===== src/hw/rtl/sha1_pkg.sv =====
// ----------------------------------------------------------------------------
// SHA-1 hasher package
// Shared types, constants and round functions for the SHA-1 message hasher.
// ----------------------------------------------------------------------------
package sha1_pkg;

    localparam int unsigned BLOCK_BYTES = 64;
    localparam int unsigned LEN_OFFSET  = 56;
    localparam logic [7:0]  PAD_BYTE    = 8'h80;
    localparam int unsigned DIGEST_WORDS = 5;

    localparam logic [31:0] H0_INIT = 32'h67452301;
    localparam logic [31:0] H1_INIT = 32'hefcdab89;
    localparam logic [31:0] H2_INIT = 32'h98badcfe;
    localparam logic [31:0] H3_INIT = 32'h10325476;
    localparam logic [31:0] H4_INIT = 32'hc3d2e1f0;

    typedef struct packed {
        logic [7:0] data_byte;
        logic       is_last;
        logic       empty_message;
    } t_in_item;

    typedef struct packed {
        logic [31:0] digest_word;
        logic [2:0]  word_index;
        logic        last_word;
    } t_out_item;

    typedef enum logic [2:0] {
        ST_IDLE,
        ST_PAD,
        ST_LEN,
        ST_ROUND,
        ST_FINAL,
        ST_OUT
    } t_state;

    // Commands from the controller to the datapath.
    typedef struct packed {
        logic       put;        // write put_byte into the buffer word
        logic [7:0] put_byte;
        logic       count_add;  // advance bit count by one byte
        logic       load_w;     // start a compression: copy chain into a..e
        logic       round;      // run one round
        logic       add_chain;  // fold a..e into the chain
        logic       clear;      // return to reset values
    } t_cmd;

    typedef struct packed {
        logic [5:0]  pos;       // buffer offset
        logic [6:0]  rnd;       // round counter
        logic [63:0] bit_count;
    } t_status;

    function automatic logic [31:0] f_round(input logic [6:0] t, input logic [31:0] b,
                                            input logic [31:0] c, input logic [31:0] d);
        if (t < 7'd20) return (b & c) | (~b & d);
        else if (t < 7'd40) return b ^ c ^ d;
        else if (t < 7'd60) return (b & c) | (b & d) | (c & d);
        else return b ^ c ^ d;
    endfunction

    function automatic logic [31:0] k_round(input logic [6:0] t);
        if (t < 7'd20) return 32'h5a827999;
        else if (t < 7'd40) return 32'h6ed9eba1;
        else if (t < 7'd60) return 32'h8f1bbcdc;
        else return 32'hca62c1d6;
    endfunction

endpackage


===== src/hw/rtl/sha1_datapath.sv =====
// ----------------------------------------------------------------------------
// SHA-1 datapath
// Block buffer held as a 16-word schedule window, bit count, working
// variables and chaining words; one compression round per cycle.
// ----------------------------------------------------------------------------
module sha1_datapath (
    input  logic               i_clk,
    input  logic               i_rst_n,
    input  sha1_pkg::t_cmd     i_cmd,
    output sha1_pkg::t_status  o_status,
    output logic [31:0]        o_chain [5]
);
    import sha1_pkg::*;

    logic [31:0] r_w [16];
    logic [31:0] r_a, r_b, r_c, r_d, r_e;
    logic [31:0] r_h [5];
    logic [63:0] r_bit_count;
    logic [5:0]  r_pos;
    logic [6:0]  r_rnd;

    logic [31:0] w_cur, w_new, tmp;
    logic [3:0]  widx;

    // The schedule window shifts each round; in the first 16 rounds the current word sits at index 0.
    assign w_new = {r_w[13][30:0] ^ r_w[8][30:0] ^ r_w[2][30:0] ^ r_w[0][30:0],
                    r_w[13][31] ^ r_w[8][31] ^ r_w[2][31] ^ r_w[0][31]};
    assign w_cur = (r_rnd < 7'd16) ? r_w[0] : w_new;
    assign tmp   = {r_a[26:0], r_a[31:27]} + f_round(r_rnd, r_b, r_c, r_d) + r_e
                   + k_round(r_rnd) + w_cur;
    assign widx  = r_pos[5:2];

    always_ff @(posedge i_clk) begin
        if (i_cmd.put) begin
            case (r_pos[1:0])
                2'd0:    r_w[widx][31:24] <= i_cmd.put_byte;
                2'd1:    r_w[widx][23:16] <= i_cmd.put_byte;
                2'd2:    r_w[widx][15:8]  <= i_cmd.put_byte;
                default: r_w[widx][7:0]   <= i_cmd.put_byte;
            endcase
        end
        if (i_cmd.round) begin
            for (int i = 0; i < 15; i++) r_w[i] <= r_w[i + 1];
            r_w[15] <= w_cur;
            r_a <= tmp;
            r_b <= r_a;
            r_c <= {r_b[1:0], r_b[31:2]};
            r_d <= r_c;
            r_e <= r_d;
        end else if (i_cmd.load_w) begin
            r_a <= r_h[0]; r_b <= r_h[1]; r_c <= r_h[2]; r_d <= r_h[3]; r_e <= r_h[4];
        end
    end

    always_ff @(posedge i_clk) begin
        if (!i_rst_n || i_cmd.clear) begin
            r_h[0] <= H0_INIT; r_h[1] <= H1_INIT; r_h[2] <= H2_INIT;
            r_h[3] <= H3_INIT; r_h[4] <= H4_INIT;
            r_bit_count <= '0;
            r_pos <= '0;
            r_rnd <= '0;
        end else begin
            if (i_cmd.put) r_pos <= r_pos + 6'd1;
            if (i_cmd.count_add) r_bit_count <= r_bit_count + 64'd8;
            if (i_cmd.load_w) r_rnd <= '0;
            else if (i_cmd.round) r_rnd <= r_rnd + 7'd1;
            if (i_cmd.add_chain) begin
                r_h[0] <= r_h[0] + r_a; r_h[1] <= r_h[1] + r_b; r_h[2] <= r_h[2] + r_c;
                r_h[3] <= r_h[3] + r_d; r_h[4] <= r_h[4] + r_e;
            end
        end
    end

    assign o_status.pos       = r_pos;
    assign o_status.rnd       = r_rnd;
    assign o_status.bit_count = r_bit_count;
    assign o_chain = r_h;
endmodule


===== src/hw/rtl/sha1_ctrl.sv =====
// ----------------------------------------------------------------------------
// SHA-1 controller
// Sequences byte intake, padding, compression and digest output.
// ----------------------------------------------------------------------------
module sha1_ctrl (
    input  logic                i_clk,
    input  logic                i_rst_n,
    input  logic                i_valid,
    output logic                o_ready,
    input  sha1_pkg::t_in_item  i_item,
    input  logic                i_out_ready,
    output logic                o_out_valid,
    output logic [2:0]          o_word_sel,
    input  sha1_pkg::t_status   i_status,
    output sha1_pkg::t_cmd      o_cmd
);
    import sha1_pkg::*;

    t_state r_state, n_state;
    t_state r_ret, n_ret;     // where to go after a compression
    logic [2:0] r_lenb, n_lenb;  // length byte counter, 7 down to 0
    logic [2:0] r_word, n_word;
    logic [63:0] r_len, n_len;
    logic        r_zero, n_zero; // the 0x80 byte is written, zeros follow
    logic        acc;

    assign acc = i_valid && o_ready;

    always_ff @(posedge i_clk) begin
        if (!i_rst_n) begin
            r_state <= ST_IDLE;
            r_ret   <= ST_IDLE;
            r_lenb  <= '0;
            r_word  <= '0;
            r_zero  <= 1'b0;
        end else begin
            r_state <= n_state;
            r_ret   <= n_ret;
            r_lenb  <= n_lenb;
            r_word  <= n_word;
            r_zero  <= n_zero;
        end
        r_len <= n_len;
    end

    // Next state.
    always_comb begin
        n_state = r_state;
        n_ret   = r_ret;
        n_lenb  = r_lenb;
        n_word  = r_word;
        n_len   = r_len;
        n_zero  = r_zero;
        case (r_state)
            ST_IDLE: begin
                n_zero = 1'b0;
                if (acc) begin
                    if (!i_item.empty_message && i_status.pos == 6'd63) begin
                        n_state = ST_ROUND;
                        n_ret   = i_item.is_last ? ST_PAD : ST_IDLE;
                    end else if (i_item.is_last) begin
                        n_state = ST_PAD;
                    end
                    n_len = i_item.empty_message ? i_status.bit_count
                                                 : i_status.bit_count + 64'd8;
                end
            end
            ST_PAD: begin
                // The 0x80 byte, then zeros until the length offset. When the
                // block fills first, it is compressed and zero fill resumes.
                n_zero = 1'b1;
                if (i_status.pos == 6'd63) begin
                    n_state = ST_ROUND;
                    n_ret   = ST_PAD;
                end else if (i_status.pos == 6'(LEN_OFFSET - 1)) begin
                    n_state = ST_LEN;
                end
                n_lenb = 3'd7;
            end
            ST_LEN: begin
                if (r_lenb == 3'd0) begin
                    n_state = ST_ROUND;
                    n_ret   = ST_OUT;
                    n_word  = '0;
                end else begin
                    n_lenb = r_lenb - 3'd1;
                end
            end
            ST_ROUND: begin
                if (i_status.rnd == 7'd80) n_state = ST_FINAL;
            end
            ST_FINAL: begin
                n_state = r_ret;
                n_lenb  = 3'd7;
                n_word  = '0;
            end
            ST_OUT: begin
                if (i_out_ready) begin
                    if (r_word == 3'(DIGEST_WORDS - 1)) n_state = ST_IDLE;
                    else n_word = r_word + 3'd1;
                end
            end
            default: n_state = ST_IDLE;
        endcase
    end

    // Outputs.
    always_comb begin
        o_cmd       = '0;
        o_ready     = 1'b0;
        o_out_valid = 1'b0;
        case (r_state)
            ST_IDLE: begin
                o_ready = 1'b1;
                if (acc && !i_item.empty_message) begin
                    o_cmd.put       = 1'b1;
                    o_cmd.put_byte  = i_item.data_byte;
                    o_cmd.count_add = 1'b1;
                end
                o_cmd.load_w = acc && !i_item.empty_message && i_status.pos == 6'd63;
            end
            ST_PAD: begin
                o_cmd.put      = 1'b1;
                o_cmd.put_byte = r_zero ? 8'h00 : PAD_BYTE;
                o_cmd.load_w   = i_status.pos == 6'd63;
            end
            ST_LEN: begin
                o_cmd.put      = 1'b1;
                o_cmd.put_byte = r_len[{r_lenb, 3'b000} +: 8];
                o_cmd.load_w   = r_lenb == 3'd0;
            end
            ST_ROUND: o_cmd.round = i_status.rnd != 7'd80;
            ST_FINAL: o_cmd.add_chain = 1'b1;
            ST_OUT: begin
                o_out_valid = 1'b1;
                o_cmd.clear = i_out_ready && r_word == 3'(DIGEST_WORDS - 1);
            end
            default: ;
        endcase
    end

    assign o_word_sel = r_word;
endmodule


===== src/hw/rtl/sha1_message_hasher.sv =====
// ----------------------------------------------------------------------------
// SHA-1 message hasher
// Byte-serial SHA-1 (FIPS 180) with built-in padding and digest readout.
// ----------------------------------------------------------------------------
// The block takes one message byte per input transaction. A byte that
// completes a 64-byte block starts a compression (80 rounds in one shared
// round unit, a step that ends the round count and one chain update; the load
// happens in the cycle that takes the byte) before the next byte is taken. A
// transaction marked last starts padding, one padding byte per cycle (held
// while a filled block is compressed) up to offset 56, one or two compressions
// and eight length bytes, then presents the five digest words H0..H4 as five
// output transactions, after which the state returns to reset values. An item
// with the empty mark and no last mark is accepted and ignored. The buffer is
// the 16-word schedule window itself, so no separate byte memory exists.
// Throughput is bounded by the round unit, as no byte is taken while a block
// is compressed.
module sha1_message_hasher (
    input  logic                 i_clk,
    input  logic                 i_rst_n,
    input  logic                 i_valid,
    output logic                 o_ready,
    input  sha1_pkg::t_in_item   i_data,
    output logic                 o_valid,
    input  logic                 i_ready,
    output sha1_pkg::t_out_item  o_data
);
    import sha1_pkg::*;

    t_cmd        cmd;
    t_status     status;
    logic [31:0] chain [5];
    logic [2:0]  word_sel;

    sha1_ctrl u_ctrl (
        .i_clk       (i_clk),
        .i_rst_n     (i_rst_n),
        .i_valid     (i_valid),
        .o_ready     (o_ready),
        .i_item      (i_data),
        .i_out_ready (i_ready),
        .o_out_valid (o_valid),
        .o_word_sel  (word_sel),
        .i_status    (status),
        .o_cmd       (cmd)
    );

    sha1_datapath u_dp (
        .i_clk    (i_clk),
        .i_rst_n  (i_rst_n),
        .i_cmd    (cmd),
        .o_status (status),
        .o_chain  (chain)
    );

    always_comb begin
        case (word_sel)
            3'd0:    o_data.digest_word = chain[0];
            3'd1:    o_data.digest_word = chain[1];
            3'd2:    o_data.digest_word = chain[2];
            3'd3:    o_data.digest_word = chain[3];
            default: o_data.digest_word = chain[4];
        endcase
    end
    assign o_data.word_index = word_sel;
    assign o_data.last_word  = word_sel == 3'(DIGEST_WORDS - 1);

    // Input is never taken while a digest is presented.
    assert property (@(posedge i_clk) disable iff (!i_rst_n) !(o_valid && o_ready))
        else $error("input accepted during digest output");
    // Word index stays in range while presented.
    assert property (@(posedge i_clk) disable iff (!i_rst_n) o_valid |-> word_sel <= 3'd4)
        else $error("digest word index out of range");
    // After the final word is taken the bit count is back at zero.
    assert property (@(posedge i_clk) disable iff (!i_rst_n)
        (o_valid && i_ready && o_data.last_word) |=> status.bit_count == 64'd0)
        else $error("state not cleared after digest");
endmodule

===== config.mk =====
export PLATFORM = sky130hd
export DESIGN_NAME = sha1_message_hasher
export DESIGN_NICKNAME = d
export VERILOG_FILES = /design/src/hw/rtl/sha1_pkg.sv /design/src/hw/rtl/sha1_datapath.sv /design/src/hw/rtl/sha1_ctrl.sv /design/src/hw/rtl/sha1_message_hasher.sv
export SDC_FILE = /design/constraint.sdc
export NUM_CORES = 2
export LEC_CHECK = 0
export BUFFER_PORTS_ARGS = -buffer_cell sky130_fd_sc_hd__buf_2
export CAP_MARGIN = 15
export CORE_MARGIN = 1
export CORE_UTILIZATION = 30
export CTS_CLUSTER_DIAMETER = 60
export DETAILED_ROUTE_END_ITERATION = 10
export SKIP_LAST_GASP = 1
export SYNTH_ARGS = -nofsm -noshare
export SYNTH_HDL_FRONTEND = slang
export SYNTH_HIERARCHICAL = 1
export SYNTH_SLANG_ARGS = --single-unit
export TNS_END_PERCENT = 20

===== constraint.sdc =====
create_clock -name i_clk -period 5.57 [get_ports i_clk]
set_input_delay 0.557 -clock i_clk [delete_from_list [all_inputs] [get_ports i_clk]]
set_output_delay 0.557 -clock i_clk [all_outputs]
set_load 0.1 [all_outputs]

==> impl_results.md <==
* CTS Buf Count at 110
* Share of flip-flops with an asynchronous set or reset at 0%
* Port Buffers at just over 50
* Cell taking the most area after synthesis: edfxtp_1
* Fill cell count at between 15000 and 20000
* Final Wtd Congestion at about 0.92
* Total number of clock tree sinks at approximately 980
* Power per Cell Area at about 470 mW/mm2
* Status: completed
* Sequential group share of total power at 34.1%
* Critical path data required time at about 6.1 ns
* Layout-stage area growth over the synthesis result at 13.5%
* Max-cap check violation count at 0
* Post-synth cell types at 109
* Leading post-synthesis cells by instance count: 1277 x nand2_1, 736 x edfxtp_1, 352 x nor2_1
* Finished Core Util at between 30% and 40%
* Sequential element share of the synthesized area at slightly below 50%
* Int Pwr at approximately 18 mW
* Overall die width at between 400 and 500 um
* Max-slew violation count at 0
* Arrival @ worst endpoint at ~6 ns
* Average detailed-routed wire length per instance at between 20 and 25 um
* Pin count of the biggest net entering global routing at about 150
* Slew of the pin with the lowest slew margin at between 1 and 1.5 ns
* Area of the die at between 0.15 and 0.2 mm2
* Final clock period utilization by the worst path at between 90% and 100%
* Total chip power at between 20 and 30 mW
* Final setup violation count at 0
* Standard cell core area at 0.183 mm2
* Initial core utilization at 30.2%
* Total half-perimeter wirelength after legalization and detailed placement at between 100000 and 150000 um
* I/O pin count at 52
* Wire length of the first global-routing pass at about 250000 um
* Share of the synthesized area in the top cell type at between 30% and 40%
* Combinational share of power at roughly 40%
* Remaining antenna violation count at 0
* Overall routed net length at around 170000 um
* Most common cell in the synthesized netlist: nand2_1
* Critical Path Source Type: register
* First-pass iteration count of the detailed router at 6
* Ys Warns at 6
* Number of vias per cell at between 5 and 6
* Total number of nets in the final design at a little under 6000
* Max clock buf depth at 3
* Final Hold Vio Count at 0
* Worst min-delay path category: in -> reg
* Number of enable flip-flop cells after synthesis at about 740
* Clk_lat worst skew at ~0.75 ns
* Skew final at 0.0366 ns
* Standard-cell rows at around 160
* GR Util All Layers at between 10% and 20%
* Critical path type: reg -> reg
* Post-Synthesis Cell Area at 0.0553 mm2
* CTS root buffer: clkbuf_16
* DR DRC count at 0
* Hold bufs inserted after CTS at 0
* Kind of capture point of the worst setup path: register
* Maximum level of the CTS H-tree at 3
* Share of cells above drive strength 1 at 11.2%
* Sum of overflow across all layers after global routing at 0
* Power spent charging and discharging nets at 11.1 mW
* Vertical die dimension at 431 um
* Dominant synthesized flop cell: edfxtp_1
* Highest attainable clock frequency at approximately 180 MHz
* Average instance area after synthesis at a little over 10 um2
* Violation count after the first detailed-route iteration at 4026
* Synthesized instance count at approximately 5500
* Number of antenna violations at the first check in global routing at 2
* Time the final worst path needs with I/O delays and setup at roughly 5.4 ns
* Routed via count at ~41000
* Relative max-transition margin at 14.7%
* Worst voltage drop across the vdd grid at 0.299 mV
* Number of storage elements in the synthesis netlist at between 900 and 1000
* Maximum fanout along the worst path at 13
* Clock-pin slew on the worst setup and hold paths at about 0.070 ns
* Ranking of synthesized cells by area: edfxtp_1 40%, dfxtp_1 8.9%, nand2_1 8.7%
* Vias in the first global route at ~40000
* Setup repair after global routing missed its margin: yes
* Sw Share at between 30% and 40%
* TritonCTS clock tree: yes
* Leakage at around 25 nW
* Relative contribution of the clock network to total power at between 20% and 30%
-- path summary, 6_finish.rpt --
path,from,endpoint,slack [ns],cells after the start
max reg2reg,u_dp/r_rnd[5],u_dp/r_a[30],0.15,22
min reg2reg,u_ctrl/r_ret[2],u_ctrl/r_ret[2],0.46,2
min,i_rst_n,u_ctrl/r_lenb[1],0.12,2
max,u_dp/r_rnd[5],u_dp/r_a[30],0.15,22
-- kinds of logic after synthesis --
logic type,after synthesis,share of synthesized area (%)
AND/OR/NAND/NOR,2074,16.1
flip-flops,982,48.8
AO/OA/AOI/OAI,881,10.4
buffers and inverters,547,3.83
XOR/XNOR,362,5.73
adder cells (fa/ha/maj),331,9.18
multiplexers,287,5.92
other,1,0.00678
-- placed cells by master, fill, tap and decap left out, types with 125 or more instances in the layout --
| cell | instances |
|---|---|
| a21oi_1 | 214 |
| dfxtp_1 | 242 |
| edfxtp_1 | 736 |
| fa_1 | 125 |
| ha_1 | 205 |
| inv_1 | 273 |
| mux2_2 | 148 |
| nand2_1 | 1269 |
| nor2_1 | 349 |
| o21ai_0 | 190 |
| xnor2_1 | 247 |
-- flip-flops by register name, summed over array words and instances (netlist names), 6 cells and up --
signal and cells:
u_dp/r_b 32, u_dp/r_c 32, u_dp/r_pos 6, u_dp/r_w 512
u_dp/r_d 32, u_dp/r_e 32, u_dp/r_bit_count 61, u_dp/o_chain 160
u_dp/r_rnd 7, u_dp/r_a 32, u_ctrl/r_len 64
-- worst max-delay path, stage by stage, from the launching register on --
cell,delay [ns]
dfxtp_2,0.37
nor3_4,0.27
buf_4,0.17
buf_12,0.14
a21oi_1,0.10
buf_4,0.16
fa_1,0.48
inv_1,0.06
fa_1,0.53
inv_1,0.06
fa_1,0.49
inv_1,0.05
ha_1,0.30
a21o_1,0.19
a21oi_2,0.16
o21ba_2,0.18
o2111ai_4,0.14
o2111ai_2,0.21
a41oi_2,0.15
or4_1,0.45
a31oi_2,0.19
xnor2_1,0.08
mux2_4,0.25
-- per-layer routing --
metal,vias to the layer above,track usage [%],part of all wire [%]
li1,19200,-,-
met1,20400,23.9,43
met2,1511,27.9,46
met3,290,2.51,7.1
met4,2,7.03,3.8
met5,-,0,0.0078
-- area by class of cell --
class | count | area, um2 | area share [%]
diodes | 1 | 2.50 | 0.00399
repair buffers | 195 | 1450 | 2.31
inverters | 277 | 1050 | 1.68
well taps | 2464 | 3080 | 4.91
multi-input cells | 3938 | 26400 | 42.1
flip-flops and latches | 982 | 27000 | 43.1
clock inverters | 65 | 754 | 1.20
clock buffers | 142 | 3010 | 4.79
-- power by group through the flow --
| stage | Combinational (mW) | Sequential, mW | Clock [mW] |
|---|---|---|---|
| after CTS | 11.5 | 9.97 | 7.76 |
| after global placement | 11.3 | 10.1 | 0 |
| final | 11.7 | 9.98 | 7.60 |
| after detailed placement | 11.4 | 10.1 | 0 |
| after global routing | 12.8 | 10.1 | 8.03 |
| after floorplan | 8.18 | 9.73 | 0 |
-- stage by stage --
| stage | std cells | worst slack [ns] | cell area [um2] | hold slack, ns | TNS [ns] |
|---|---|---|---|---|---|
| detailed placement | 7844 | 0.0274 | 58900 | 0.455 | 0 |
| CTS | 8051 | 0.0233 | 62600 | 0.0596 | 0 |
| global placement | 7839 | -0.00839 | 58800 | 0.451 | -0.00839 |
| floorplan | 5467 | 0.0616 | 55400 | 0.437 | 0 |
| global route | 8063 | -0.0626 | 62800 | 0.0968 | -0.205 |
| finish | 8064 | 0.149 | 62800 | 0.123 | 0 |
-- timing repair --
action | CTS | global route
resized for setup | 0 | 22
endpoints found under the hold margin | 0 | 0
buffers inserted | 0 | 3
setup endpoints to repair | 0 | 9
Power figures use the tool's default switching activity.
